<file path="src/rtl/core/vcsw_pkg.sv">
`timescale 1ns / 1ps
// ----------------------------------------------------------------------------
// vcsw_pkg
// Shared types and constants of the velocity command stop watchdog.
// ----------------------------------------------------------------------------
package vcsw_pkg;

  localparam int SOURCES    = 2;
  localparam int SRC_W      = 4;
  localparam int VEL_W      = 16;
  localparam int LIM_W      = 16;
  localparam int MAG_W      = VEL_W + 1;
  localparam int TICK_W     = 17;
  localparam int LANES      = 6;
  localparam int CFG_ADDR_W = 2;

  localparam logic [TICK_W-1:0] TICK_MAX = {TICK_W{1'b1}};

  // Opcodes.
  localparam logic [1:0] OP_VEL    = 2'd0;
  localparam logic [1:0] OP_STATUS = 2'd1;
  localparam logic [1:0] OP_TICK   = 2'd2;

  // Goal status codes that count as active.
  localparam logic [2:0] GOAL_ACCEPTED  = 3'd1;
  localparam logic [2:0] GOAL_EXECUTING = 3'd2;

  // Register indexes.
  localparam logic [CFG_ADDR_W-1:0] REG_LINEAR_LIMIT  = 2'd0;
  localparam logic [CFG_ADDR_W-1:0] REG_ANGULAR_LIMIT = 2'd1;
  localparam logic [CFG_ADDR_W-1:0] REG_HOLD_TICKS    = 2'd2;

  // Reset values of the registers.
  localparam logic [LIM_W-1:0] LINEAR_LIMIT_RST  = 16'd41;
  localparam logic [LIM_W-1:0] ANGULAR_LIMIT_RST = 16'd41;
  localparam logic [LIM_W-1:0] HOLD_TICKS_RST    = 16'd5;

  typedef struct packed {
    logic [1:0]       opcode;
    logic [SRC_W-1:0] source;
    logic             entry_present;
    logic [2:0]       goal_code;
    logic             list_last;
  } vcsw_cmd_t;

  typedef struct packed {
    logic emit_zero;
    logic stopping;
    logic any_goal_active;
  } vcsw_result_t;

  typedef struct packed {
    logic [LIM_W-1:0] linear_limit;
    logic [LIM_W-1:0] angular_limit;
    logic [LIM_W-1:0] hold_ticks;
  } vcsw_cfg_t;

endpackage

</file>
<file path="src/rtl/core/vcsw_if.sv">
`timescale 1ns / 1ps
// ----------------------------------------------------------------------------
// vcsw_if
// Channel interfaces: input words, result words and register writes.
// ----------------------------------------------------------------------------
interface vcsw_in_if;
  import vcsw_pkg::*;

  logic                    valid;
  logic                    ready;
  logic [1:0]              opcode;
  logic [SRC_W-1:0]        src_idx;
  logic                    entry_present;
  logic [2:0]              goal_code;
  logic                    list_last;
  logic signed [VEL_W-1:0] lin_x;
  logic signed [VEL_W-1:0] lin_y;
  logic signed [VEL_W-1:0] lin_z;
  logic signed [VEL_W-1:0] ang_x;
  logic signed [VEL_W-1:0] ang_y;
  logic signed [VEL_W-1:0] ang_z;

  modport source (output valid, opcode, src_idx, entry_present, goal_code, list_last,
                  lin_x, lin_y, lin_z, ang_x, ang_y, ang_z, input ready);
  modport sink (input valid, opcode, src_idx, entry_present, goal_code, list_last,
                lin_x, lin_y, lin_z, ang_x, ang_y, ang_z, output ready);
endinterface

interface vcsw_out_if;
  logic valid;
  logic ready;
  logic emit_zero;
  logic stopping;
  logic any_goal_active;

  modport source (output valid, emit_zero, stopping, any_goal_active, input ready);
  modport sink (input valid, emit_zero, stopping, any_goal_active, output ready);
endinterface

interface vcsw_cfg_if;
  import vcsw_pkg::*;

  logic                  valid;
  logic                  ready;
  logic [CFG_ADDR_W-1:0] addr;
  logic [LIM_W-1:0]      data;

  modport source (output valid, addr, data, input ready);
  modport sink (input valid, addr, data, output ready);
endinterface

</file>
<file path="src/rtl/core/vcsw_lane.sv">
`timescale 1ns / 1ps
// ----------------------------------------------------------------------------
// vcsw_lane
// One velocity component: magnitude against its threshold, registered.
// ----------------------------------------------------------------------------
module vcsw_lane (
  input  logic                              clk,
  input  logic                              en,
  input  logic signed [vcsw_pkg::VEL_W-1:0] value,
  input  logic [vcsw_pkg::LIM_W-1:0]        limit,
  output logic                              trip_r
);
  import vcsw_pkg::*;

  logic [MAG_W-1:0] ext;
  logic [MAG_W-1:0] mag;
  logic             trip_nxt;

  // The extra bit holds the magnitude of the most negative value.
  assign ext      = {value[VEL_W-1], value};
  assign mag      = value[VEL_W-1] ? (~ext + MAG_W'(1)) : ext;
  assign trip_nxt = mag > {1'b0, limit};

  always_ff @(posedge clk) begin
    if (en) begin
      trip_r <= trip_nxt;
    end
  end

endmodule

</file>
<file path="src/rtl/core/vcsw_ctrl.sv">
`timescale 1ns / 1ps
// ----------------------------------------------------------------------------
// vcsw_ctrl
// Merges the lane trips and keeps goal activity, stop flag and hold count.
// ----------------------------------------------------------------------------
module vcsw_ctrl (
  input  logic                         clk,
  input  logic                         rst_n,
  input  logic                         step,
  input  vcsw_pkg::vcsw_cmd_t          cmd,
  input  logic [vcsw_pkg::LANES-1:0]   trips,
  input  logic [vcsw_pkg::LIM_W-1:0]   hold_ticks,
  output vcsw_pkg::vcsw_result_t       result
);
  import vcsw_pkg::*;

  logic [SOURCES-1:0] active_r, active_nxt;
  logic               seen_r, seen_nxt;
  logic               stop_r, stop_nxt;
  logic [TICK_W-1:0]  ticks_r, ticks_nxt;
  logic [SOURCES-1:0] src_sel;
  logic               src_ok;
  logic               entry_active;
  logic               seen_any;
  logic               goals;
  logic               trig;
  logic               emit;
  logic [TICK_W-1:0]  tick_inc;

  always_comb begin
    for (int i = 0; i < SOURCES; i++) begin
      src_sel[i] = (cmd.source == SRC_W'(i));
    end
  end

  assign src_ok       = |src_sel;
  assign goals        = |active_r;
  assign trig         = |trips;
  assign entry_active = cmd.entry_present &&
                        (cmd.goal_code == GOAL_ACCEPTED ||
                         cmd.goal_code == GOAL_EXECUTING);
  assign seen_any     = seen_r || entry_active;
  assign tick_inc     = (ticks_r == TICK_MAX) ? ticks_r : ticks_r + TICK_W'(1);

  always_comb begin
    active_nxt = active_r;
    seen_nxt   = seen_r;
    stop_nxt   = stop_r;
    ticks_nxt  = ticks_r;
    emit       = 1'b0;
    case (cmd.opcode)
      OP_VEL: begin
        if (!goals && trig) begin
          stop_nxt  = 1'b1;
          ticks_nxt = '0;
          emit      = 1'b1;
        end
      end
      OP_STATUS: begin
        if (src_ok) begin
          seen_nxt = seen_any;
          if (cmd.list_last) begin
            active_nxt = seen_any ? (active_r | src_sel) : (active_r & ~src_sel);
            seen_nxt   = 1'b0;
            if (|active_nxt) begin
              stop_nxt = 1'b0;
            end
          end
        end
      end
      OP_TICK: begin
        ticks_nxt = tick_inc;
        if (stop_r) begin
          if (tick_inc <= {1'b0, hold_ticks}) begin
            emit = 1'b1;
          end else begin
            stop_nxt = 1'b0;
          end
        end
      end
      default: ;
    endcase
  end

  assign result.emit_zero       = emit;
  assign result.stopping        = stop_nxt;
  assign result.any_goal_active = |active_nxt;

  always_ff @(posedge clk) begin
    if (!rst_n) begin
      active_r <= '0;
      seen_r   <= 1'b0;
      stop_r   <= 1'b0;
      ticks_r  <= '0;
    end else if (step) begin
      active_r <= active_nxt;
      seen_r   <= seen_nxt;
      stop_r   <= stop_nxt;
      ticks_r  <= ticks_nxt;
    end
  end

  // A stop and an active goal never coexist.
  a_stop_excl_goal: assert property (@(posedge clk) disable iff (!rst_n)
    !(stop_r && goals))
    else $error("stop flag set while a goal is active");

  // A trigger starts a fresh hold.
  a_trigger_restart: assert property (@(posedge clk) disable iff (!rst_n)
    step && cmd.opcode == OP_VEL && !goals && trig |=> stop_r && ticks_r == '0)
    else $error("trigger did not restart the hold");

  // A zero word is only due while a stop is in progress.
  a_emit_stopping: assert property (@(posedge clk) disable iff (!rst_n)
    step && result.emit_zero |-> result.stopping)
    else $error("zero emitted without a stop in progress");

  // Ticks only count up or restart on a trigger.
  a_ticks_mono: assert property (@(posedge clk) disable iff (!rst_n)
    step && cmd.opcode != OP_VEL |=> ticks_r >= $past(ticks_r))
    else $error("hold count went backward");

endmodule

</file>
<file path="src/rtl/core/velocity_command_stop_watchdog_core.sv">
`timescale 1ns / 1ps
// ----------------------------------------------------------------------------
// velocity_command_stop_watchdog_core
// Stops the robot with zero velocity words when commands over the limits arrive without goals.
// ----------------------------------------------------------------------------
// Path: an accepted input word is registered in the lane compare stage, and its
// result is registered by the state update stage when the output register frees.
// Throughput: one word per cycle unless the sink stalls; the state loop sets it.
// Reset: rst_n clears goal activity, the stop flag, the hold count and both
// pipeline valids, and returns the registers to their defaults (41, 41, 5).
module velocity_command_stop_watchdog_core (
  input logic clk,
  input logic rst_n,
  vcsw_in_if.sink    in_ch,
  vcsw_out_if.source out_ch,
  vcsw_cfg_if.sink   cfg_ch
);
  import vcsw_pkg::*;

  vcsw_cfg_t    cfg_r;
  logic         s1_valid_r;
  vcsw_cmd_t    s1_cmd_r;
  logic         out_valid_r;
  vcsw_result_t out_r;
  vcsw_result_t result;
  logic [LANES-1:0]              trips;
  logic signed [VEL_W-1:0]       comp   [LANES];
  logic [LIM_W-1:0]              limits [LANES];
  logic         in_fire;
  logic         advance;

  // Register writes.
  assign cfg_ch.ready = rst_n;

  always_ff @(posedge clk) begin
    if (!rst_n) begin
      cfg_r.linear_limit  <= LINEAR_LIMIT_RST;
      cfg_r.angular_limit <= ANGULAR_LIMIT_RST;
      cfg_r.hold_ticks    <= HOLD_TICKS_RST;
    end else if (cfg_ch.valid) begin
      unique case (cfg_ch.addr)
        REG_LINEAR_LIMIT:  cfg_r.linear_limit  <= cfg_ch.data;
        REG_ANGULAR_LIMIT: cfg_r.angular_limit <= cfg_ch.data;
        REG_HOLD_TICKS:    cfg_r.hold_ticks    <= cfg_ch.data;
        default: ;
      endcase
    end
  end

  // Pipeline handshake: the state stage moves when the output register frees.
  assign advance      = s1_valid_r && (!out_valid_r || out_ch.ready);
  assign in_ch.ready  = rst_n && (!s1_valid_r || advance);
  assign in_fire      = in_ch.valid && in_ch.ready;

  assign comp[0]   = in_ch.lin_x;
  assign comp[1]   = in_ch.lin_y;
  assign comp[2]   = in_ch.lin_z;
  assign comp[3]   = in_ch.ang_x;
  assign comp[4]   = in_ch.ang_y;
  assign comp[5]   = in_ch.ang_z;
  assign limits[0] = cfg_r.linear_limit;
  assign limits[1] = cfg_r.linear_limit;
  assign limits[2] = cfg_r.linear_limit;
  assign limits[3] = cfg_r.angular_limit;
  assign limits[4] = cfg_r.angular_limit;
  assign limits[5] = cfg_r.angular_limit;

  for (genvar g = 0; g < LANES; g++) begin : g_lane
    vcsw_lane u_lane (
      .clk    (clk),
      .en     (in_fire),
      .value  (comp[g]),
      .limit  (limits[g]),
      .trip_r (trips[g])
    );
  end

  always_ff @(posedge clk) begin
    if (!rst_n) begin
      s1_valid_r <= 1'b0;
    end else if (in_ch.ready) begin
      s1_valid_r <= in_ch.valid;
    end
  end

  always_ff @(posedge clk) begin
    if (in_fire) begin
      s1_cmd_r.opcode        <= in_ch.opcode;
      s1_cmd_r.source        <= in_ch.src_idx;
      s1_cmd_r.entry_present <= in_ch.entry_present;
      s1_cmd_r.goal_code     <= in_ch.goal_code;
      s1_cmd_r.list_last     <= in_ch.list_last;
    end
  end

  vcsw_ctrl u_ctrl (
    .clk        (clk),
    .rst_n      (rst_n),
    .step       (advance),
    .cmd        (s1_cmd_r),
    .trips      (trips),
    .hold_ticks (cfg_r.hold_ticks),
    .result     (result)
  );

  always_ff @(posedge clk) begin
    if (!rst_n) begin
      out_valid_r <= 1'b0;
    end else if (advance) begin
      out_valid_r <= 1'b1;
    end else if (out_ch.ready) begin
      out_valid_r <= 1'b0;
    end
  end

  always_ff @(posedge clk) begin
    if (advance) begin
      out_r <= result;
    end
  end

  assign out_ch.valid           = out_valid_r;
  assign out_ch.emit_zero       = out_r.emit_zero;
  assign out_ch.stopping        = out_r.stopping;
  assign out_ch.any_goal_active = out_r.any_goal_active;

  // A held result word is not overwritten while the sink stalls.
  a_no_overwrite: assert property (@(posedge clk) disable iff (!rst_n)
    out_valid_r && !out_ch.ready |-> !advance)
    else $error("result word overwritten during stall");

  // The compare stage never drops a word it holds.
  a_s1_hold: assert property (@(posedge clk) disable iff (!rst_n)
    s1_valid_r && !advance |=> s1_valid_r)
    else $error("pipeline word lost");

  // The state stage only runs on a word in flight.
  a_step_valid: assert property (@(posedge clk) disable iff (!rst_n)
    advance |-> s1_valid_r)
    else $error("state update without a word");

endmodule
</file>
<file path="src/flat_wrapper.sv">
// flat-port wrapper written by rule: the top's interface ports become plain ports
module velocity_command_stop_watchdog_core_flat import vcsw_pkg::*;
  (clk, rst_n, in_ch_valid, in_ch_opcode, in_ch_src_idx, in_ch_entry_present, in_ch_goal_code, in_ch_list_last, in_ch_lin_x, in_ch_lin_y, in_ch_lin_z, in_ch_ang_x, in_ch_ang_y, in_ch_ang_z, in_ch_ready, out_ch_valid, out_ch_emit_zero, out_ch_stopping, out_ch_any_goal_active, out_ch_ready, cfg_ch_valid, cfg_ch_addr, cfg_ch_data, cfg_ch_ready);
  vcsw_in_if in_ch_i ();
  vcsw_out_if out_ch_i ();
  vcsw_cfg_if cfg_ch_i ();
  input logic clk;
  input logic rst_n;
  input wire logic [$bits(in_ch_i.valid)-1:0] in_ch_valid;
  input wire logic [$bits(in_ch_i.opcode)-1:0] in_ch_opcode;
  input wire logic [$bits(in_ch_i.src_idx)-1:0] in_ch_src_idx;
  input wire logic [$bits(in_ch_i.entry_present)-1:0] in_ch_entry_present;
  input wire logic [$bits(in_ch_i.goal_code)-1:0] in_ch_goal_code;
  input wire logic [$bits(in_ch_i.list_last)-1:0] in_ch_list_last;
  input wire logic [$bits(in_ch_i.lin_x)-1:0] in_ch_lin_x;
  input wire logic [$bits(in_ch_i.lin_y)-1:0] in_ch_lin_y;
  input wire logic [$bits(in_ch_i.lin_z)-1:0] in_ch_lin_z;
  input wire logic [$bits(in_ch_i.ang_x)-1:0] in_ch_ang_x;
  input wire logic [$bits(in_ch_i.ang_y)-1:0] in_ch_ang_y;
  input wire logic [$bits(in_ch_i.ang_z)-1:0] in_ch_ang_z;
  output wire logic [$bits(in_ch_i.ready)-1:0] in_ch_ready;
  output wire logic [$bits(out_ch_i.valid)-1:0] out_ch_valid;
  output wire logic [$bits(out_ch_i.emit_zero)-1:0] out_ch_emit_zero;
  output wire logic [$bits(out_ch_i.stopping)-1:0] out_ch_stopping;
  output wire logic [$bits(out_ch_i.any_goal_active)-1:0] out_ch_any_goal_active;
  input wire logic [$bits(out_ch_i.ready)-1:0] out_ch_ready;
  input wire logic [$bits(cfg_ch_i.valid)-1:0] cfg_ch_valid;
  input wire logic [$bits(cfg_ch_i.addr)-1:0] cfg_ch_addr;
  input wire logic [$bits(cfg_ch_i.data)-1:0] cfg_ch_data;
  output wire logic [$bits(cfg_ch_i.ready)-1:0] cfg_ch_ready;
  assign in_ch_i.valid = in_ch_valid;
  assign in_ch_i.opcode = in_ch_opcode;
  assign in_ch_i.src_idx = in_ch_src_idx;
  assign in_ch_i.entry_present = in_ch_entry_present;
  assign in_ch_i.goal_code = in_ch_goal_code;
  assign in_ch_i.list_last = in_ch_list_last;
  assign in_ch_i.lin_x = in_ch_lin_x;
  assign in_ch_i.lin_y = in_ch_lin_y;
  assign in_ch_i.lin_z = in_ch_lin_z;
  assign in_ch_i.ang_x = in_ch_ang_x;
  assign in_ch_i.ang_y = in_ch_ang_y;
  assign in_ch_i.ang_z = in_ch_ang_z;
  assign in_ch_ready = in_ch_i.ready;
  assign out_ch_valid = out_ch_i.valid;
  assign out_ch_emit_zero = out_ch_i.emit_zero;
  assign out_ch_stopping = out_ch_i.stopping;
  assign out_ch_any_goal_active = out_ch_i.any_goal_active;
  assign out_ch_i.ready = out_ch_ready;
  assign cfg_ch_i.valid = cfg_ch_valid;
  assign cfg_ch_i.addr = cfg_ch_addr;
  assign cfg_ch_i.data = cfg_ch_data;
  assign cfg_ch_ready = cfg_ch_i.ready;
  velocity_command_stop_watchdog_core u_core (.clk(clk), .rst_n(rst_n), .in_ch(in_ch_i), .out_ch(out_ch_i), .cfg_ch(cfg_ch_i));
endmodule
</file>
<file path="config.mk">
export PLATFORM = sky130hd
export DESIGN_NAME = velocity_command_stop_watchdog_core_flat
export DESIGN_NICKNAME = d
export VERILOG_FILES = /design/src/rtl/core/vcsw_pkg.sv /design/src/rtl/core/vcsw_if.sv /design/src/rtl/core/vcsw_lane.sv /design/src/rtl/core/vcsw_ctrl.sv /design/src/rtl/core/velocity_command_stop_watchdog_core.sv /design/src/flat_wrapper.sv
export SDC_FILE = /design/constraint.sdc
export NUM_CORES = 1
export LEC_CHECK = 0
export BUFFER_PORTS_ARGS = -buffer_cell sky130_fd_sc_hd__buf_4
export CAP_MARGIN = 10
export CORE_ASPECT_RATIO = 0.5
export CORE_MARGIN = 8
export CORE_UTILIZATION = 47
export CTS_CLUSTER_DIAMETER = 100
export DETAILED_ROUTE_END_ITERATION = 8
export GPL_ROUTABILITY_DRIVEN = 0
export PLACE_DENSITY_LB_ADDON = 0.2
export SYNTH_ARGS = -nofsm -noshare
export SYNTH_HDL_FRONTEND = slang
export SYNTH_SLANG_ARGS = --single-unit
</file>
<file path="constraint.sdc">
create_clock -name clk -period 10.8 [get_ports clk]
set_clock_uncertainty 0.15 [all_clocks]
set_input_delay 3.24 -clock clk [delete_from_list [all_inputs] [get_ports clk]]
set_output_delay 3.24 -clock clk [all_outputs]
set_load 0.03 [all_outputs]
</file>
; Word level (Yosys, flattened, before mapping)
; Cells that the tools add are included.
[totals]
reg_bits = 91
latchBits = 0
mem_bits_rw = 0
romBits = 0
input_bits = 130
output_inout_bits = 6
wordCells = 107
mem_count = 0
[op_classes]
add_sub_neg = 7
n_mul = 0
div_mod_pow = 0
magnitude_cmp = 7
n_eq_ne = 9
shifts = 0
muxes = 25
n_bitwise = 9
n_reduce_logical = 27
[op_table]
columns = op, n
row1 = $mux W17, 8
row2 = $add A17 B1 Y17 const B, 7
row3 = $gt A17 B16 Y1, 6
row4 = $not A17 Y17, 6
row5 = $pmux W17 S2, 1
row6 = $eq A17 B17 Y1 const B, 1
row7 = $le A17 B16 Y1, 1
row8 = $mux W1, 10
row9 = $mux W2, 4
row10 = $reduce_or A2 Y1, 4
row11 = $reduce_and A2 Y1, 3
row12 = $reduce_and A3 Y1, 2
row13 = $reduce_or A6 Y1, 1
row14 = $logic_and A1 B1 Y1, 5
row15 = $eq A2 B1 Y1 const B, 2
row16 = $eq A2 B2 Y1 const B, 2
row17 = $eq A4 B1 Y1 const B, 1
row18 = $logic_not A2 Y1, 2
row19 = $logic_not A4 Y1, 1
row20 = $logic_or A1 B1 Y1, 4
row21 = $reduce_bool A2 Y1, 2
row22 = $eq A3 B1 Y1 const B, 1
row23 = $eq A3 B2 Y1 const B, 1
row24 = $logic_not A1 Y1, 3
row25 = 6 further kinds, 6

; Depth between registers and ports, before layout
[logic_depth]
ltp_word = 10
mapped_depth = 13
mapped_depth_nobuf = 13

; Cells and area by module
; From an unflattened synthesis, not the netlist that was laid out.
[hier_totals]
hier_cells = 1054
area_unflattened_um2 = 8665.8
[by_module_without_submodules]
columns = mod, instances, cells_each, area_each_um2, seq_area_each_um2
row1 = vcsw_lane (u_core.g_lane[0].u_lane ...), 4, 101, 735.7, 30.0
row2 = velocity_command_stop_watchdog_core, 1, 206, 2344.7, 1421.4
row3 = vcsw_ctrl, 1, 243, 1884.3, 420.4
row4 = vcsw_lane (u_core.g_lane[1].u_lane), 1, 101, 757.0, 30.0
row5 = vcsw_lane (u_core.g_lane[2].u_lane), 1, 100, 737.0, 30.0

; Worst setup path before layout
; No wires, ideal clock.
[synth_timing]
kind = in2out
start = in out_ch_ready
end = out in_ch_ready
arrival_time_ns = 3.819
required_time_ns = 7.410
path_slack_ns = 3.591
cell_stages = 2
n_path_buf = 0
cell_sequence = nor2b_1 -> a21oi_1
[synth_via]
elab_chain_len = 4
[synth_lines]
columns = element, line
row1 = from (decl), flat_wrapper.sv:26  ; input wire logic [$bits(out_ch_i.ready)-1:0] out_ch_ready;
row2 = $logic_or A1 B1 Y1, velocity_command_stop_watchdog_core.sv:51  ; assign advance = s1_valid_r && (!out_valid_r || out_ch.ready);
row3 = $logic_and A1 B1 Y1, velocity_command_stop_watchdog_core.sv:51
row4 = $logic_or A1 B1 Y1, velocity_command_stop_watchdog_core.sv:52  ; assign in_ch.ready = rst_n && (!s1_valid_r || advance);
row5 = $logic_and A1 B1 Y1, velocity_command_stop_watchdog_core.sv:52
row6 = to (decl), flat_wrapper.sv:21  ; output wire logic [$bits(in_ch_i.ready)-1:0] in_ch_ready;
; No other way between the ends.

; Worst setup path in the final report
[layout_timing]
start = in rst_n
end = out in_ch_ready
[layout_via]
elab_chain_len = 1
[layout_lines]
columns = element, line
row1 = from (decl), flat_wrapper.sv:8  ; input logic rst_n;
row2 = $logic_and A1 B1 Y1, velocity_command_stop_watchdog_core.sv:52
; No other way between the ends.

==> impl_metrics.env <==
export IMPL_critPathBufInv=3
export IMPL_critPathKind="in -> out"
export IMPL_cts_sinks=91
export IMPL_slowest_stage="sky130_fd_sc_hd__buf_4"
export IMPL_critical_path_cell_sequence="buf_4, inv_1, a21oi_1, buf_4"
export IMPL_worst_slew_pin_slew_ns=1.07
export IMPL_detail_route_vias_per_cell=5.66
export IMPL_ctsHoldBuffers=0
export IMPL_hold_ws_ns=0.307
export IMPL_clkLatencyLatePin_ns=0.35
export IMPL_clock_power_share_pct=37.7
export IMPL_crit_path_max_fanout=23
export IMPL_finalHoldViolCount=0
export IMPL_worst_endpoint_required_ns=7.41
export IMPL_finalWirelength_um=22800
export IMPL_number_of_gates_resized_after_cts=0
export IMPL_wl_per_cell_um=16.5
export IMPL_synth_cells=1026
export IMPL_grt_first_pass_wirelength_um=35800
export IMPL_antenna_found_initial=0
export IMPL_nets=1392
export IMPL_yosysTopAreaCellShare_pct=18.1
export IMPL_main_flop_type_after_synthesis="sky130_fd_sc_hd__dfxtp_1"
export IMPL_max_vdd_ir_drop_uv=86.8
export IMPL_placementRows=34
export IMPL_post_cts_setup_buffers=0
export IMPL_synthToLayoutAreaGrowth_pct=19.1
export IMPL_p_per_area_nw_per_um2=104
export IMPL_crit_path_end_kind="output port"
export IMPL_yosys_cell_types_count=61
export IMPL_fillers=1577
export IMPL_clkTransAtPathRegs_ns=0.06
export IMPL_overflow=0
export IMPL_final_core_density_pct=56.8
export IMPL_floorplan_die_height_um=109
export IMPL_cts_max_level=3
export IMPL_cts_tree="done"
export IMPL_async_flop_share_pct=0
export IMPL_floorplan_die_area_um2=22200
export IMPL_period_share_pct=68.0
export IMPL_timing_critical_path_from_type="input pin"
export IMPL_avgSynthCellArea_um2=8.00
export IMPL_drt_first_pass_iters=5
export IMPL_groute_usage_overall_pct=19.6
export IMPL_largest_net_degree_at_the_start_of_global_routing=50
export IMPL_arrival_ns=3.96
export IMPL_tritoncts_num_buffers=9
export IMPL_run_status="completed"
export IMPL_area_contributors_post_synth="sky130_fd_sc_hd__ha_1, sky130_fd_sc_hd__dfxtp_1, sky130_fd_sc_hd__xnor2_1, sky130_fd_sc_hd__edfxtp_1, sky130_fd_sc_hd__nand2_1"
export IMPL_start_util_pct=47.7
export IMPL_net_sw_power_uw=283
export IMPL_timing_fmax_ghz=0.136
export IMPL_maxCapViolations=0
export IMPL_drc=0
export IMPL_core_area_um2=17200
export IMPL_route_vias_total=7820
export IMPL_post_route_cells_drive_above_1_share_pct=14.8
export IMPL_drtAntennaViolNets=0
export IMPL_critical_path_top_cell_by_count="sky130_fd_sc_hd__buf_4"
export IMPL_setup_repair_after_global_routing_missed_its_margin="no"
export IMPL_critPathTopFamily="buffers and inverters"
export IMPL_mappedNetlistArea_um2=8210
export IMPL_intPower_uw=738
export IMPL_grt_pass1_vias=7378
export IMPL_setup_viol=0
export IMPL_post_synth_top_area_cell="sky130_fd_sc_hd__ha_1"
export IMPL_io_buffers=135
export IMPL_worstHoldPathType="reg -> reg"
export IMPL_dieWidth_um=203
export IMPL_synth_enable_flop_cells=20
export IMPL_yosys_warnings=0
export IMPL_ios=136
export IMPL_switching_share_of_total_power_pct=27.7
export IMPL_p_leak_nw=3.95
export IMPL_power_frac_seq_pct=36.0
export IMPL_max_slew_violations=0
export IMPL_fin_tns_setup_ns=0
export IMPL_ys_seq_elements=91
export IMPL_max_slew_margin_rel_pct=28.5
export IMPL_cts_path_max_buffers=2
export IMPL_cts_root_buf="sky130_fd_sc_hd__clkbuf_16"
export IMPL_syn_nets=1275
export IMPL_drt_initial_drc_count=471
export IMPL_ant_diodes=0
export IMPL_combPwrFrac_pct=26.4
export IMPL_crit_path_max_cell_delay_ns=0.25
export IMPL_yosysSeqAreaShare_pct=24.6
export IMPL_dp_hpwl_um=18700
export IMPL_period_minus_slack_ns=7.35
-- tightest hold or removal path, stage by stage (launching register included) --
cell	delay, ns
sky130_fd_sc_hd__dfxtp_1	0.31
sky130_fd_sc_hd__nand2_1	0.05
sky130_fd_sc_hd__a21oi_1	0.05
-- registers in the layout (all words and copies together) (netlist names) --
| name | count |
|---|---|
| u_core.out_ch.emit_zero | 1 |
| u_core.out_ch.any_goal_active | 1 |
| u_core.s1_cmd_r | 11 |
| u_core.u_ctrl.ticks_r | 17 |
| u_core.out_ch.valid | 1 |
| u_core.g_lane.u_lane.trip_r | 6 |
| u_core.cfg_r | 48 |
| u_core.out_ch.stopping | 1 |
| u_core.u_ctrl.active_r | 2 |
| u_core.s1_valid_r | 1 |
| u_core.u_ctrl.seen_r | 1 |
| u_core.u_ctrl.stop_r | 1 |
-- logic make-up (layout without fill, tap and decap cells) --
kind of cell | count (synthesis) | after routing | synth area share, %
and+or+nand+nor | 358 | 358 | 21.5
DFF | 91 | 91 | 24.6
buffers and inverters | 100 | 222 | 4.62
adders and majority gates | 119 | 119 | 18.1
AOI/OAI and AO/OA | 263 | 263 | 21.0
xor gates and xnor gates | 93 | 93 | 9.92
muxes | 2 | 2 | 0.259
-- worst paths after layout --
path / start / endpoint / slack [ns] / depth (start not counted)
hold / removal: u_core.cfg_r[18] / u_core.cfg_r[18] / 0.31 / 2
setup / recovery: rst_n / in_ch_ready / 3.45 / 4
setup reg to reg: u_core.u_ctrl.ticks_r[8] / u_core.u_ctrl.stop_r / 7.08 / 11
hold reg to reg: u_core.cfg_r[18] / u_core.cfg_r[18] / 0.31 / 2
-- power groups by stage --
stage | sequential, mW | clock [mW] | combinational [mW]
2_1_floorplan | 0.374 | 0 | 0.167
3_3_place_gp | 0.374 | 0 | 0.254
3_5_place_dp | 0.375 | 0 | 0.266
4_1_cts | 0.367 | 0.389 | 0.268
5_1_grt | 0.368 | 0.404 | 0.301
6_report | 0.367 | 0.385 | 0.269
-- synthesized netlist by cell type (all sizes together) (24+ instances only) --
library cell / instances
xnor2: 82
o31ai: 24
inv: 70
nor2: 35
dfxtp: 71
o21ai: 47
clkbuf: 28
a21o: 28
ha: 119
nand3: 41
nand2: 160
a21oi: 77
-- metrics by stage --
| stage | area [um2] | instances | total power [mW] | setup slack, ns |
|---|---|---|---|---|
| 6_report | 9780 | 1382 | 1.02 | 3.45 |
| 5_1_grt | 9780 | 1382 | 1.07 | 3.39 |
| 4_1_cts | 9780 | 1382 | 1.02 | 3.46 |
| 3_5_place_dp | 9420 | 1366 | 0.641 | 3.46 |
| 3_3_place_gp | 9420 | 1366 | 0.628 | 3.47 |
| 2_1_floorplan | 8210 | 1026 | 0.541 | 3.59 |
-- cells in the final DEF (no fill, tap or decap), types with 11 or more instances in the layout --
cell type,count
sky130_fd_sc_hd__xnor2_1,82
sky130_fd_sc_hd__o211ai_1,13
sky130_fd_sc_hd__inv_1,70
sky130_fd_sc_hd__or4_1,12
sky130_fd_sc_hd__o21a_1,12
sky130_fd_sc_hd__ha_1,119
sky130_fd_sc_hd__nor3_1,18
sky130_fd_sc_hd__nand2_1,160
sky130_fd_sc_hd__o21ai_0,47
sky130_fd_sc_hd__buf_4,136
sky130_fd_sc_hd__nor2_1,35
sky130_fd_sc_hd__or3_1,12
sky130_fd_sc_hd__o31ai_1,23
sky130_fd_sc_hd__a21oi_1,77
sky130_fd_sc_hd__dfxtp_1,71
sky130_fd_sc_hd__xor2_1,11
sky130_fd_sc_hd__edfxtp_1,20
sky130_fd_sc_hd__nand4_1,16
sky130_fd_sc_hd__a21o_1,28
sky130_fd_sc_hd__o41ai_1,11
sky130_fd_sc_hd__nand3_1,41
-- cell type report --
class	count	area [um2]	share of cell area [%]
inverters	70	263	2.69
clock buffers	10	229	2.34
well taps	234	293	2.99
flip-flops and latches	91	2020	20.7
repair buffers	136	1020	10.4
multi-input cells	835	5820	59.5
clock inverters	6	136	1.39
-- routing by layer --
layer / wire (um) / track usage, % / vias up / share of wire (%)
met1: 11200 / 26.7 / 3673 / 49
met4: 140 / 3.19 / 0 / 0.61
li1: - / - / 3961 / -
met3: 1170 / 4.18 / 16 / 5.1
met2: 10300 / 32.3 / 170 / 45
met5: 0 / 0 / - / 0
Note: power is estimated with default switching activity, not from simulation.
